===== config.mk =====
export PLATFORM = sky130hd
export DESIGN_NAME = personal_id_code_validator
export DESIGN_NICKNAME = d
export VERILOG_FILES = /design/src/rtl/pic_pkg.sv /design/src/rtl/pic_cfg.sv /design/src/rtl/pic_scan.sv /design/src/rtl/personal_id_code_validator.sv
export SDC_FILE = /design/constraint.sdc
export NUM_CORES = 1
export LEC_CHECK = 0
export BUFFER_PORTS_ARGS = -buffer_cell sky130_fd_sc_hd__buf_4
export CAP_MARGIN = 20
export CORE_MARGIN = 2
export CORE_UTILIZATION = 50
export CTS_BUF_LIST = sky130_fd_sc_hd__clkbuf_4
export CTS_CLUSTER_DIAMETER = 60
export DETAILED_ROUTE_END_ITERATION = 8
export PLACE_DENSITY = 0.74
export REMOVE_ABC_BUFFERS = 1
export SLEW_MARGIN = 20
export SYNTH_ARGS = -nofsm -noshare
export SYNTH_HDL_FRONTEND = slang
export SYNTH_SLANG_ARGS = --single-unit

===== constraint.sdc =====
create_clock -name clk -period 8.7 [get_ports clk]
set_input_delay 0.87 -clock clk [delete_from_list [all_inputs] [get_ports clk]]
set_output_delay 0.87 -clock clk [all_outputs]
set_load 0.02 [all_outputs]

===== src/rtl/pic_pkg.sv =====
package pic_pkg;

	localparam int CharW   = 8;
	localparam int PosW    = 4;
	localparam int ResW    = 5;
	localparam int DayW    = 6;
	localparam int MonW    = 5;
	localparam int StatusW = 4;
	localparam int CfgAddrW = 3;
	localparam int CfgDataW = 32;

	localparam logic [PosW-1:0] DashPos     = 4'd6;
	localparam logic [PosW-1:0] LastPos     = 4'd10;
	localparam logic [PosW-1:0] PosSaturate = 4'd12;

	localparam logic [CharW-1:0] AsciiZero = 8'h30;
	localparam logic [CharW-1:0] AsciiOne  = 8'h31;
	localparam logic [CharW-1:0] AsciiNine = 8'h39;
	localparam logic [CharW-1:0] AsciiDash = 8'h2d;

	// register indexes on the configuration port
	typedef enum logic {
		REG_FOREIGN_MODE = 1'b0,
		REG_EXPECTED_SEX = 1'b1
	} reg_idx_t;

	// result codes, first failure wins
	typedef enum logic [StatusW-1:0] {
		ST_OK         = 4'd0,
		ST_DIGIT      = 4'd1,
		ST_GENDER     = 4'd2,
		ST_LEAP_DAY   = 4'd3,
		ST_SERIAL     = 4'd4,
		ST_CHECK_CHAR = 4'd5,
		ST_LEN_DASH   = 4'd6,
		ST_MONTH      = 4'd7,
		ST_DAY        = 4'd8
	} status_t;

	typedef enum logic [1:0] {
		SEX_FEMALE = 2'd0,
		SEX_MALE   = 2'd1,
		SEX_ANY    = 2'd2,
		SEX_ANY_HI = 2'd3
	} sex_sel_t;

	typedef struct packed {
		logic              foreign_mode;
		logic [1:0]        expected_sex;
	} cfg_t;

	typedef struct packed {
		status_t           status;
		logic [CharW-1:0]  check_char;
		logic              sex;
	} result_t;

	// (10 * r) mod 31 for a residue r
	function automatic logic [ResW-1:0] times10_mod31(input logic [ResW-1:0] r);
		logic [ResW-1:0] v;
		unique case (r)
			5'd0:  v = 5'd0;   5'd1:  v = 5'd10;  5'd2:  v = 5'd20;  5'd3:  v = 5'd30;
			5'd4:  v = 5'd9;   5'd5:  v = 5'd19;  5'd6:  v = 5'd29;  5'd7:  v = 5'd8;
			5'd8:  v = 5'd18;  5'd9:  v = 5'd28;  5'd10: v = 5'd7;   5'd11: v = 5'd17;
			5'd12: v = 5'd27;  5'd13: v = 5'd6;   5'd14: v = 5'd16;  5'd15: v = 5'd26;
			5'd16: v = 5'd5;   5'd17: v = 5'd15;  5'd18: v = 5'd25;  5'd19: v = 5'd4;
			5'd20: v = 5'd14;  5'd21: v = 5'd24;  5'd22: v = 5'd3;   5'd23: v = 5'd13;
			5'd24: v = 5'd23;  5'd25: v = 5'd2;   5'd26: v = 5'd12;  5'd27: v = 5'd22;
			5'd28: v = 5'd1;   5'd29: v = 5'd11;  5'd30: v = 5'd21;
			default: v = 5'd0;
		endcase
		return v;
	endfunction

	// check symbol: 0-9, A-F, H, J-N, P, R-Y
	function automatic logic [CharW-1:0] check_symbol(input logic [ResW-1:0] r);
		logic [CharW-1:0] c;
		unique case (r)
			5'd0:  c = "0"; 5'd1:  c = "1"; 5'd2:  c = "2"; 5'd3:  c = "3";
			5'd4:  c = "4"; 5'd5:  c = "5"; 5'd6:  c = "6"; 5'd7:  c = "7";
			5'd8:  c = "8"; 5'd9:  c = "9"; 5'd10: c = "A"; 5'd11: c = "B";
			5'd12: c = "C"; 5'd13: c = "D"; 5'd14: c = "E"; 5'd15: c = "F";
			5'd16: c = "H"; 5'd17: c = "J"; 5'd18: c = "K"; 5'd19: c = "L";
			5'd20: c = "M"; 5'd21: c = "N"; 5'd22: c = "P"; 5'd23: c = "R";
			5'd24: c = "S"; 5'd25: c = "T"; 5'd26: c = "U"; 5'd27: c = "V";
			5'd28: c = "W"; 5'd29: c = "X"; 5'd30: c = "Y";
			default: c = "0";
		endcase
		return c;
	endfunction

	// highest digit allowed at a position
	function automatic logic [3:0] digit_max(input logic [PosW-1:0] pos);
		logic [3:0] m;
		unique case (pos)
			4'd0:    m = 4'd3;
			4'd2:    m = 4'd1;
			default: m = 4'd9;
		endcase
		return m;
	endfunction

	function automatic logic [DayW-1:0] month_days(input logic [MonW-1:0] m);
		logic [DayW-1:0] d;
		unique case (m)
			5'd2:                   d = 6'd28;
			5'd4, 5'd6, 5'd9, 5'd11: d = 6'd30;
			default:                d = 6'd31;
		endcase
		return d;
	endfunction

endpackage


===== src/rtl/pic_cfg.sv =====
module pic_cfg (
	input  logic                            clk,
	input  logic                            arst_n,
	input  logic                            psel,
	input  logic                            penable,
	input  logic                            pwrite,
	input  logic [pic_pkg::CfgAddrW-1:0]    paddr,
	input  logic [pic_pkg::CfgDataW-1:0]    pwdata,
	output logic [pic_pkg::CfgDataW-1:0]    prdata,
	output logic                            pready,
	output pic_pkg::cfg_t                   cfg
);
	import pic_pkg::*;

	logic       foreign_mode_q;
	logic [1:0] expected_sex_q;
	reg_idx_t   idx;

	assign idx    = reg_idx_t'(paddr[2]);
	assign pready = 1'b1;

	// write on the access cycle
	always_ff @(posedge clk or negedge arst_n) begin
		if (!arst_n) begin
			foreign_mode_q <= 1'b0;
			expected_sex_q <= SEX_ANY;
		end else if (psel && penable && pwrite) begin
			unique case (idx)
				REG_FOREIGN_MODE: foreign_mode_q <= pwdata[0];
				REG_EXPECTED_SEX: expected_sex_q <= pwdata[1:0];
			endcase
		end
	end

	// read back
	always_comb begin
		prdata = '0;
		unique case (idx)
			REG_FOREIGN_MODE: prdata[0]   = foreign_mode_q;
			REG_EXPECTED_SEX: prdata[1:0] = expected_sex_q;
		endcase
	end

	assign cfg.foreign_mode = foreign_mode_q;
	assign cfg.expected_sex = expected_sex_q;

endmodule


===== src/rtl/pic_scan.sv =====
module pic_scan (
	input  logic                       clk,
	input  logic                       arst_n,
	input  logic                       step,
	input  logic [pic_pkg::CharW-1:0]  char_code,
	input  logic                       last,
	input  pic_pkg::cfg_t              cfg,
	output pic_pkg::result_t           result
);
	import pic_pkg::*;

	logic [PosW-1:0] char_position_q;
	logic [ResW-1:0] check_residue_q;
	logic [DayW-1:0] day_value_q;
	logic [MonW-1:0] month_value_q;
	logic            digit_fault_q;
	logic            dash_seen_q;
	logic            serial_low_flag_q;
	logic            odd_tenth_digit_q;

	logic [ResW-1:0] res_n;
	logic [DayW-1:0] day_n;
	logic [MonW-1:0] mon_n;
	logic            fault_n, dash_n, serial_n, odd_n;
	logic            is_digit;
	logic [3:0]      d;
	logic [ResW:0]   res_sum;
	logic [CharW-1:0] expect_c;
	status_t         status;

	assign is_digit = (char_code >= AsciiZero) && (char_code <= AsciiNine);
	assign d        = is_digit ? 4'(char_code - AsciiZero) : 4'd0;
	assign res_sum  = {1'b0, times10_mod31(check_residue_q)} + {2'b00, d};

	// fold one character into the kept state
	always_comb begin
		res_n    = check_residue_q;
		day_n    = day_value_q;
		mon_n    = month_value_q;
		fault_n  = digit_fault_q;
		dash_n   = dash_seen_q;
		serial_n = serial_low_flag_q;
		odd_n    = odd_tenth_digit_q;
		if (char_position_q == DashPos) begin
			if (char_code == AsciiDash) dash_n = 1'b1;
		end else if (char_position_q < LastPos) begin
			if (!is_digit || d > digit_max(char_position_q)) fault_n = 1'b1;
			res_n = (res_sum >= 6'd31) ? 5'(res_sum - 6'd31) : res_sum[ResW-1:0];
			if (char_position_q < 4'd2) begin
				day_n = 6'({day_value_q, 3'b000} + {day_value_q, 1'b0} + {5'd0, d});
			end else if (char_position_q < 4'd4) begin
				mon_n = 5'({month_value_q, 3'b000} + {month_value_q, 1'b0} + {4'd0, d});
			end else if (char_position_q == 4'd7 || char_position_q == 4'd8) begin
				if (char_code != AsciiZero) serial_n = 1'b0;
			end else if (char_position_q == 4'd9) begin
				if (char_code != AsciiZero && char_code != AsciiOne) serial_n = 1'b0;
				odd_n = !(is_digit && !d[0]);
			end
		end
	end

	assign expect_c = check_symbol(res_n);

	// pick the first failing check
	always_comb begin
		priority if (char_position_q != LastPos || !dash_n)          status = ST_LEN_DASH;
		else if (cfg.foreign_mode)                                   status = ST_OK;
		else if (fault_n)                                            status = ST_DIGIT;
		else if (serial_n)                                           status = ST_SERIAL;
		else if (!cfg.expected_sex[1] && (odd_n != cfg.expected_sex[0]))
			status = ST_GENDER;
		else if (char_code != expect_c)                              status = ST_CHECK_CHAR;
		else if (mon_n == 5'd2 && day_n == 6'd29)                    status = ST_LEAP_DAY;
		else if (mon_n < 5'd1 || mon_n > 5'd12)                      status = ST_MONTH;
		else if (day_n < 6'd1 || day_n > month_days(mon_n))          status = ST_DAY;
		else                                                         status = ST_OK;
	end

	assign result.status     = status;
	assign result.check_char = expect_c;
	assign result.sex        = odd_n;

	// hold state; clear after the last character, saturate the position
	always_ff @(posedge clk or negedge arst_n) begin
		if (!arst_n) begin
			char_position_q   <= '0;
			check_residue_q   <= '0;
			day_value_q       <= '0;
			month_value_q     <= '0;
			digit_fault_q     <= 1'b0;
			dash_seen_q       <= 1'b0;
			serial_low_flag_q <= 1'b1;
			odd_tenth_digit_q <= 1'b0;
		end else if (step) begin
			if (last) begin
				char_position_q   <= '0;
				check_residue_q   <= '0;
				day_value_q       <= '0;
				month_value_q     <= '0;
				digit_fault_q     <= 1'b0;
				dash_seen_q       <= 1'b0;
				serial_low_flag_q <= 1'b1;
				odd_tenth_digit_q <= 1'b0;
			end else begin
				if (char_position_q < PosSaturate) char_position_q <= char_position_q + 4'd1;
				check_residue_q   <= res_n;
				day_value_q       <= day_n;
				month_value_q     <= mon_n;
				digit_fault_q     <= fault_n;
				dash_seen_q       <= dash_n;
				serial_low_flag_q <= serial_n;
				odd_tenth_digit_q <= odd_n;
			end
		end
	end

endmodule


===== src/rtl/personal_id_code_validator.sv =====
// Identity code checker for codes of the form DDMMYY-NNNC, fed one ASCII
// character per transfer with tlast on the final character. One result
// transfer (status, computed check character, sex from the tenth character)
// comes out for each tlast character and none for the others. A character
// is taken every cycle while s_tready is high: it is registered, folded into
// the running state, and a tlast character's result is then registered in
// the output register. The whole path stalls only while a result waits in
// the output register and m_tready is low. Write foreign_mode (0x0) and
// expected_sex (0x4) only while no code is in flight.
module personal_id_code_validator (
	input  logic                            clk,
	input  logic                            arst_n,
	// input stream
	input  logic                            s_tvalid,
	output logic                            s_tready,
	input  logic [7:0]                      s_tdata,   // [7:0] char_code
	input  logic                            s_tlast,   // last
	// result stream
	output logic                            m_tvalid,
	input  logic                            m_tready,
	output logic [15:0]                     m_tdata,   // [3:0] status, [11:4] computed_check_char,
	                                                   // [12] sex_from_code, [15:13] zero
	// configuration
	input  logic                            psel,
	input  logic                            penable,
	input  logic                            pwrite,
	input  logic [pic_pkg::CfgAddrW-1:0]    paddr,
	input  logic [pic_pkg::CfgDataW-1:0]    pwdata,
	output logic [pic_pkg::CfgDataW-1:0]    prdata,
	output logic                            pready
);
	import pic_pkg::*;

	cfg_t             cfg;
	result_t          result;
	logic             advance;
	logic             valid_s1;
	logic [CharW-1:0] char_s1;
	logic             last_s1;
	logic             out_valid_q;
	result_t          out_q;

	pic_cfg u_cfg (
		.clk     (clk),
		.arst_n  (arst_n),
		.psel    (psel),
		.penable (penable),
		.pwrite  (pwrite),
		.paddr   (paddr),
		.pwdata  (pwdata),
		.prdata  (prdata),
		.pready  (pready),
		.cfg     (cfg)
	);

	// move everything forward unless a result is stuck
	assign advance  = !out_valid_q || m_tready;
	assign s_tready = advance;

	// input register
	always_ff @(posedge clk or negedge arst_n) begin
		if (!arst_n) begin
			valid_s1 <= 1'b0;
		end else if (advance) begin
			valid_s1 <= s_tvalid;
		end
	end

	always_ff @(posedge clk) begin
		if (advance && s_tvalid) begin
			char_s1 <= s_tdata;
			last_s1 <= s_tlast;
		end
	end

	pic_scan u_scan (
		.clk       (clk),
		.arst_n    (arst_n),
		.step      (valid_s1 && advance),
		.char_code (char_s1),
		.last      (last_s1),
		.cfg       (cfg),
		.result    (result)
	);

	// result register
	always_ff @(posedge clk or negedge arst_n) begin
		if (!arst_n) begin
			out_valid_q <= 1'b0;
		end else if (advance) begin
			out_valid_q <= valid_s1 && last_s1;
		end
	end

	always_ff @(posedge clk) begin
		if (advance && valid_s1 && last_s1) begin
			out_q <= result;
		end
	end

	assign m_tvalid = out_valid_q;
	assign m_tdata  = {3'b000, out_q.sex, out_q.check_char, out_q.status};

endmodule

**Yosys cells after proc, flatten, opt, wreduce, memory -nomap -nowiden**

Memories as Yosys holds them, arrays and structs flattened.
Cells that the tools add are included.

- Register bits: 51
- ROM bits: 384
- Input bits: 51
- Output and inout bits: 51
- Memories kept: 2

Memories:

| name | depth | width | read ports | clocked after memory_dff | wr ports | RTL line | RTL |
|---|---|---|---|---|---|---|---|
| (name not given) | 32 | 7 | 1 | 0 | 0 | pic_pkg.sv:78 | `unique case (r)` |
| (name not given) | 32 | 5 | 1 | 0 | 0 | pic_pkg.sv:61 | `unique case (r)` |

- Add/subtract/negate cells: 8
- Order comparisons: 12
- Equality and inequality tests: 17
- Multiplexer cells: 61
- Bitwise gates (word level): 1
- Reduce and logical (&&, ||, !) cells: 31

Operator list:

| operator | number |
|---|---|
| $mux W6 | 12 |
| $mux W5 | 9 |
| $mux W1 | 24 |
| $mux W4 | 6 |
| $mux W3 | 7 |
| $ne A8 B6 Y1 const B | 2 |
| $logic_and A1 B1 Y1 | 11 |
| $eq A5 B3 Y1 const B | 2 |
| $eq A5 B4 Y1 const B | 2 |
| $eq A4 B3 Y1 const B | 2 |
| $eq A4 B4 Y1 const B | 2 |
| $eq A8 B6 Y1 const B | 1 |
| $ge A8 B6 Y1 const B | 1 |
| $le A8 B6 Y1 const B | 1 |
| $lt A4 B4 Y1 const B | 2 |
| $ne A8 B8 Y1 | 1 |
| $pmux W4 S2 | 1 |
| $reduce_or A8 Y1 | 1 |
| $add A5 B4 Y6 | 1 |
| $add A6 B4 Y6 | 1 |
| $add A6 B6 Y6 | 1 |
| $eq A6 B5 Y1 const B | 1 |
| $ge A6 B5 Y1 const B | 1 |
| $gt A6 B6 Y1 | 1 |
| 25 further kinds | 37 |

**Longest topological paths before layout**

- Depth in word-level cells: 29
- Mapped depth: 23
- Depth with buffers taken out: 23

**Cells and area by module**

Synthesis repeated with hierarchy kept, for this count alone.

- Cells, all modules: 490
- Area, all modules: 4449.3 µm²

By module, submodules not included:

| module | instances | cells an instance | area each (µm²) |
|---|---|---|---|
| pic_scan | 1 | 411 | 3265.6 |
| personal_id_code_validator | 1 | 35 | 792.0 |
| pic_cfg | 1 | 44 | 391.6 |

**Worst setup path before layout**

OpenSTA, ideal clock, no wires.

- Path kind: reg-to-reg
- Start point: register u_scan.check_residue_q[0]
- End point: register out_q, in the netlist m_tdata[0], data pin
- Data arrival time: 5421 ps
- Required time: 8439 ps
- Slack: 3018 ps
- Stages on the path, launching flop included: 22
- Buffers on the path: 1
- Path through: dfrtp_1 -> inv_1 -> ha_1 -> mux4_2 -> nor2_1 -> a31oi_1 -> ha_1 -> clkbuf_1 -> nor2b_1 -> o21ai_0 -> o311ai_1 -> or3_4 -> o2111a_2 -> or4b_4 -> a31oi_4 -> ha_1 -> nor3_1 -> o21ai_2 -> xor2_1 -> a2111oi_4 -> nand4_2 -> o311a_1

- Word-level cells in the longest chain between the ends: 12

Ends and longest elaborated chain:

| item | RTL line | RTL |
|---|---|---|
| start: declaration | pic_scan.sv:13 | `logic [ResW-1:0] check_residue_q;` |
| start signal: assignment | pic_scan.sv:106 | `check_residue_q <= res_n;` |
| $mem_v2 Z32 W5 | -- |  |
| $add A5 B4 Y6 | pic_scan.sv:33 | `assign res_sum = {1'b0, times10_mod31(check_residue_q)} + {2'b00, d};` |
| $sub A5 B5 Y5 / $ge A6 B5 Y1 (equally long branches) | pic_scan.sv:48 | `res_n = (res_sum >= 6'd31) ? 5'(res_sum - 6'd31) : res_sum[ResW-1:0];` |
| $mux W5 | pic_scan.sv:48 |  |
| $mux W5 | pic_scan.sv:46 | `end else if (char_position_q < LastPos) begin` |
| $mux W5 (*) | pic_scan.sv:44 | `if (char_position_q == DashPos) begin` |
| $mem_v2 Z32 W7 (*) | -- |  |
| $ne A8 B8 Y1 (*) | pic_scan.sv:72 | `else if (char_code != expect_c) status = ST_CHECK_CHAR;` |
| $mux W3 (*) | pic_scan.sv:72 |  |
| $mux W3 (*) | pic_scan.sv:70 | `else if (!cfg.expected_sex[1] && (odd_n != cfg.expected_sex[0]))` |
| $mux W3 (*) | pic_scan.sv:69 | `else if (serial_n) status = ST_SERIAL;` |
| $mux W3 (*) | pic_scan.sv:68 | `else if (fault_n) status = ST_DIGIT;` |
| end signal: assignment | personal_id_code_validator.sv:97 | `out_q <= result;` |
| end: declaration | personal_id_code_validator.sv:41 | `result_t out_q;` |

Every way passes the cells marked *; elsewhere a longest branch is shown, timed or not.
A chain may end at the register's enable or synchronous reset.

**Worst setup path in the final report**

Ends and elaborated chain as after synthesis.

==> run summary <==
The flow ran to the end, and the final reports show no timing, DRC or antenna violations. The slew at the pin with the worst max-slew slack was 0.989 ns; the average wire length per cell after detail routing was 16.6 um. Number of setup violations in the final report: 0. The half-perimeter wire length of the detailed placement result was 8.24 mm. After technology mapping, the gate count stands at 530.

In this run, placement finished with an instance count of 654. The net total in the final layout was 634. In the final layout, the share of cells above drive strength 1 is 15.8%. Setup repair after global routing left no endpoint under its margin.

In this run the cell area of the synthesized design comes to 0.00470 sq mm. Share of synthesized cell area in and, or, nand and nor gates: 21.2%. Counting flops and latches in the post-synthesis netlist gives 50. TritonCTS built the clock tree.

The tightest min-delay check is of the primary input to asynchronous set/reset pin type. The initial antenna violation count came out at 0. STA classifies the critical path endpoint as a register. For this run, the number of Yosys warnings is 0.

The logs give 0 for the number of gates given a new drive strength after cts and 0.00920 sq mm for the area of the core region. Yosys mapped a number of flops with a built-in enable equal to 21. The via count of the first global-routing pass is 3811. The top cell types in the final layout, fill and taps aside, are sky130_fd_sc_hd__nand2_1 (44), sky130_fd_sc_hd__o21ai_0 (44), sky130_fd_sc_hd__nor2_1 (36), sky130_fd_sc_hd__conb_1 (35), sky130_fd_sc_hd__buf_4 (35). Averaged over all synthesized cells, the footprint is 8.86 sq um. For this configuration, the core starts out at a cell density of 51.1%. Shortest period the worst path allows: 6.44 ns. In the synthesized netlist the async set-or-reset flop fraction comes to 58.0%. The largest fanout of any net on the critical path is 10. In the final layout, flip-flops and latches occupy 0.00136 sq mm. The post-synthesis share of cell area spent on full adders, half adders and majority gates is 9.43%. The H-tree was split into 2 levels. The via count is 4011. Counting the buffers created by CTS gives 5.

The first global-routing pass estimated 18.2 mm of wire. For the number of remaining DRC errors, the log shows 0. The worst setup path category is register to register. After synthesis, the netlist uses 91 different library cells. Measured in cells, the most critical reg-to-reg path has a length of 22. The logs give 28.9% for the post-synthesis sequential area ratio and 830 for the layout filler cell count. After routing, the total negative slack on setup checks comes to 0 ns. In this run the clock root is driven by a sky130_fd_sc_hd__clkbuf_4.

Across the run, the number of max-cap violations was 0. The synthesized netlist devotes 24.1% of its cell area to compound gates. The count of buffers added on input and output ports is 34. The clock net in this run drives a total of 50 sinks. The xor and xnor area share after synthesis is 2.98%.

The routability congestion estimate from global placement is 0.933, and the area growth from synthesis to layout is 4.87%. The final period utilization was 74.0%. The clock passes through at most 2 buffers. In this run the count of I/O pins placed on the die edge is 102. For this design the static power due to leakage is 2.06 nW.

The logs give 0 for the total inserted antenna cells and 0 for the antenna violation net count after detailed routing. The final-report hold violation count is 0. In the routed layout, each cell is associated on average with a via count of 6.06.

The tools report the routed wire length as 11.0 mm. STA classifies the critical path startpoint as a register. Across all hold checks on the routed design, the worst slack comes to 0.398 ns. Total power for the finished layout comes to 1.88 mW.

Once the clock tree was built, the setup fixing pass inserted 0 buffers. The overall die height came out at 101 um. The main combinational cell family by area after synthesis was compound AO/OA/AOI/OAI gates.

The floorplan step set the die width to 101 um. The pre-antenna-repair detailed-routing pass consisted of 5 iterations. The quantity of hold-fixing buffers added after cts is 0. Power spread over the standard cell area amounts to 382 mW/mm^2. For the clock insertion delay at the later pin of the skew report, the log shows 0.37 ns. The most used flip-flop cell after synthesis is sky130_fd_sc_hd__dfrtp_1. The maximum number of pins on one net before global-route repair was 30; the total count of max-transition violations in the final report was 0.

The die covers 0.0102 sq mm. Arrival time at the worst endpoint: 6.59 ns. Between clock sinks in the finished design, the worst skew comes to 0.0159 ns.

For the required time at the worst-slack endpoint, the log shows 8.84 ns. The timing-limited maximum frequency was 155 MHz. For this block, the initial DRC count from the detailed router was 242. For the cell row count, the log shows 35.

For this run the aggregate overflow at the end of global routing stands at 0. Multiplexer cells account for 4.16% of the synthesized area. Headroom to the max-slew limit came out at 33.5%. The logs give 22.2% for the global router's overall resource usage and 0.198 mV for the maximum vdd drop. After clock tree synthesis, the clock-pin slew on the worst setup and hold paths is 0.16 ns. Summing all multi-input logic gate instances after layout gives 0.00303 sq mm. After the flow finishes, the layout carries non-filler instances totaling 662.
==> critical path, stage by stage, from the launching register on <==
cell                        delay, ns
sky130_fd_sc_hd__dfrtp_1         0.59
sky130_fd_sc_hd__inv_1           0.17
sky130_fd_sc_hd__ha_1            0.39
sky130_fd_sc_hd__mux4_2          0.48
sky130_fd_sc_hd__nor2_1          0.10
sky130_fd_sc_hd__a31oi_1         0.07
sky130_fd_sc_hd__ha_1            0.42
sky130_fd_sc_hd__nor2b_1         0.19
sky130_fd_sc_hd__o21ai_0         0.10
sky130_fd_sc_hd__o311ai_1        0.20
sky130_fd_sc_hd__or3_4           0.39
sky130_fd_sc_hd__o2111a_1        0.21
sky130_fd_sc_hd__or4b_4          0.52
sky130_fd_sc_hd__a31oi_4         0.36
sky130_fd_sc_hd__inv_1           0.17
sky130_fd_sc_hd__ha_1            0.25
sky130_fd_sc_hd__a21boi_0        0.17
sky130_fd_sc_hd__o21ai_2         0.19
sky130_fd_sc_hd__o21ai_2         0.08
sky130_fd_sc_hd__xor2_1          0.18
sky130_fd_sc_hd__a2111oi_4       0.36
sky130_fd_sc_hd__nand4_2         0.22
sky130_fd_sc_hd__o311a_1         0.40
==> path summary, 6_finish.rpt <==
| kind | startpoint | to | slack, ns |
|---|---|---|---|
| worst max-delay path | u_scan.check_residue_q[0]$_DFFE_PN0P_ | m_tdata[0]$_SDFFCE_PP0P_ | 2.26 |
| worst min-delay path | arst_n | u_scan.day_value_q[4]$_DFFE_PN0P_ | 0.40 |
| worst max register to register | u_scan.check_residue_q[0]$_DFFE_PN0P_ | m_tdata[0]$_SDFFCE_PP0P_ | 2.26 |
| min in group clk | u_scan.day_value_q[5]$_DFFE_PN0P_ | u_scan.day_value_q[5]$_DFFE_PN0P_ | 0.51 |
| max in group asynchronous | arst_n | u_scan.serial_low_flag_q$_DFFE_PN1P_ | 7.98 |
| worst min register to register | u_scan.day_value_q[5]$_DFFE_PN0P_ | u_scan.day_value_q[5]$_DFFE_PN0P_ | 0.51 |
==> cell families after synthesis <==
logic type | after synthesis
AO/OA/AOI/OAI | 155
XOR/XNOR | 16
adder cells (fa/ha/maj) | 33
buffers and inverters | 75
flip-flops | 50
multiplexers | 16
other | 2
AND/OR/NAND/NOR | 183
==> cells in the mapped netlist (all sizes together), types with 3 or more instances <==
| cell type | n | area [sq um] |
|---|---|---|
| a211oi | 4 | 30.0 |
| a21boi | 4 | 30.0 |
| a21o | 4 | 30.0 |
| a21oi | 28 | 140 |
| a22o | 3 | 26.3 |
| a31o | 4 | 35.0 |
| a31oi | 6 | 52.6 |
| a41oi | 3 | 33.8 |
| and2 | 9 | 56.3 |
| and3 | 8 | 55.1 |
| buf | 39 | 294 |
| clkbuf | 16 | 60.1 |
| dfrtp | 27 | 676 |
| edfxtp | 21 | 631 |
| fa | 4 | 80.1 |
| ha | 29 | 363 |
| inv | 20 | 75.1 |
| mux2 | 8 | 90.1 |
| mux2i | 6 | 60.1 |
| nand2 | 44 | 165 |
| nand2b | 16 | 108 |
| nand3 | 13 | 65.1 |
| nand4 | 7 | 50.1 |
| nor2 | 36 | 135 |
| nor2b | 8 | 50.1 |
| nor3 | 14 | 75.1 |
| nor3b | 5 | 42.5 |
| nor4 | 4 | 31.3 |
| o211ai | 6 | 45.0 |
| o21a | 4 | 30.0 |
| o21ai | 49 | 257 |
| o31a | 3 | 26.3 |
| o31ai | 7 | 52.6 |
| or2 | 4 | 25.0 |
| or3 | 5 | 36.3 |
| xnor2 | 10 | 87.6 |
| xor2 | 6 | 52.6 |
==> through the flow <==
step / setup WS, ns / instance area [sq um] / util, %
global placement: 2.48 / 4870 / 52.9
finish: 2.26 / 4930 / 53.6
global route: 1.92 / 4930 / 53.6
detailed placement: 2.39 / 4870 / 52.9
CTS: 2.31 / 4930 / 53.6
floorplan: 3.08 / 4470 / -
==> layout make-up <==
cell class                 instances  area share (%)
sequential                        50            27.6
multi-input combinational        438            61.6
timing repair buffer              35            5.33
clock inverter                     3           0.406
clock buffer                       5           0.762
inverter                          20            1.52
tap                              111            2.82
==> flip-flops by register name, indices dropped and copies added, names as in the netlist <==
register / flops
last_s1: 1
u_scan.digit_fault_q: 1
u_scan.day_value_q: 6
u_cfg.expected_sex_q: 2
m_tvalid: 1
u_scan.serial_low_flag_q: 1
u_scan.dash_seen_q: 1
m_tdata: 12
u_scan.char_position_q: 4
char_s1: 8
u_scan.month_value_q: 5
u_cfg.foreign_mode_q: 1
u_scan.odd_tenth_digit_q: 1
valid_s1: 1
u_scan.check_residue_q: 5
==> power by group <==
group	total, mW	switching, mW	internal [mW]
Sequential	0.388	0.0692	0.318
Clock	0.112	0.0801	0.0320
Combinational	1.38	0.848	0.536
Total	1.88	0.998	0.886
==> per-layer routing <==
metal | track usage [%] | vias to the layer above | routed length (um)
met2 | 35.7 | 143 | 5220
met3 | 3.12 | 20 | 531
li1 | - | 1921 | -
met1 | 30.6 | 1927 | 5000
met4 | 7.59 | 0 | 219
met5 | 0 | - | 0
Note: power is estimated with default switching activity, not from simulation.
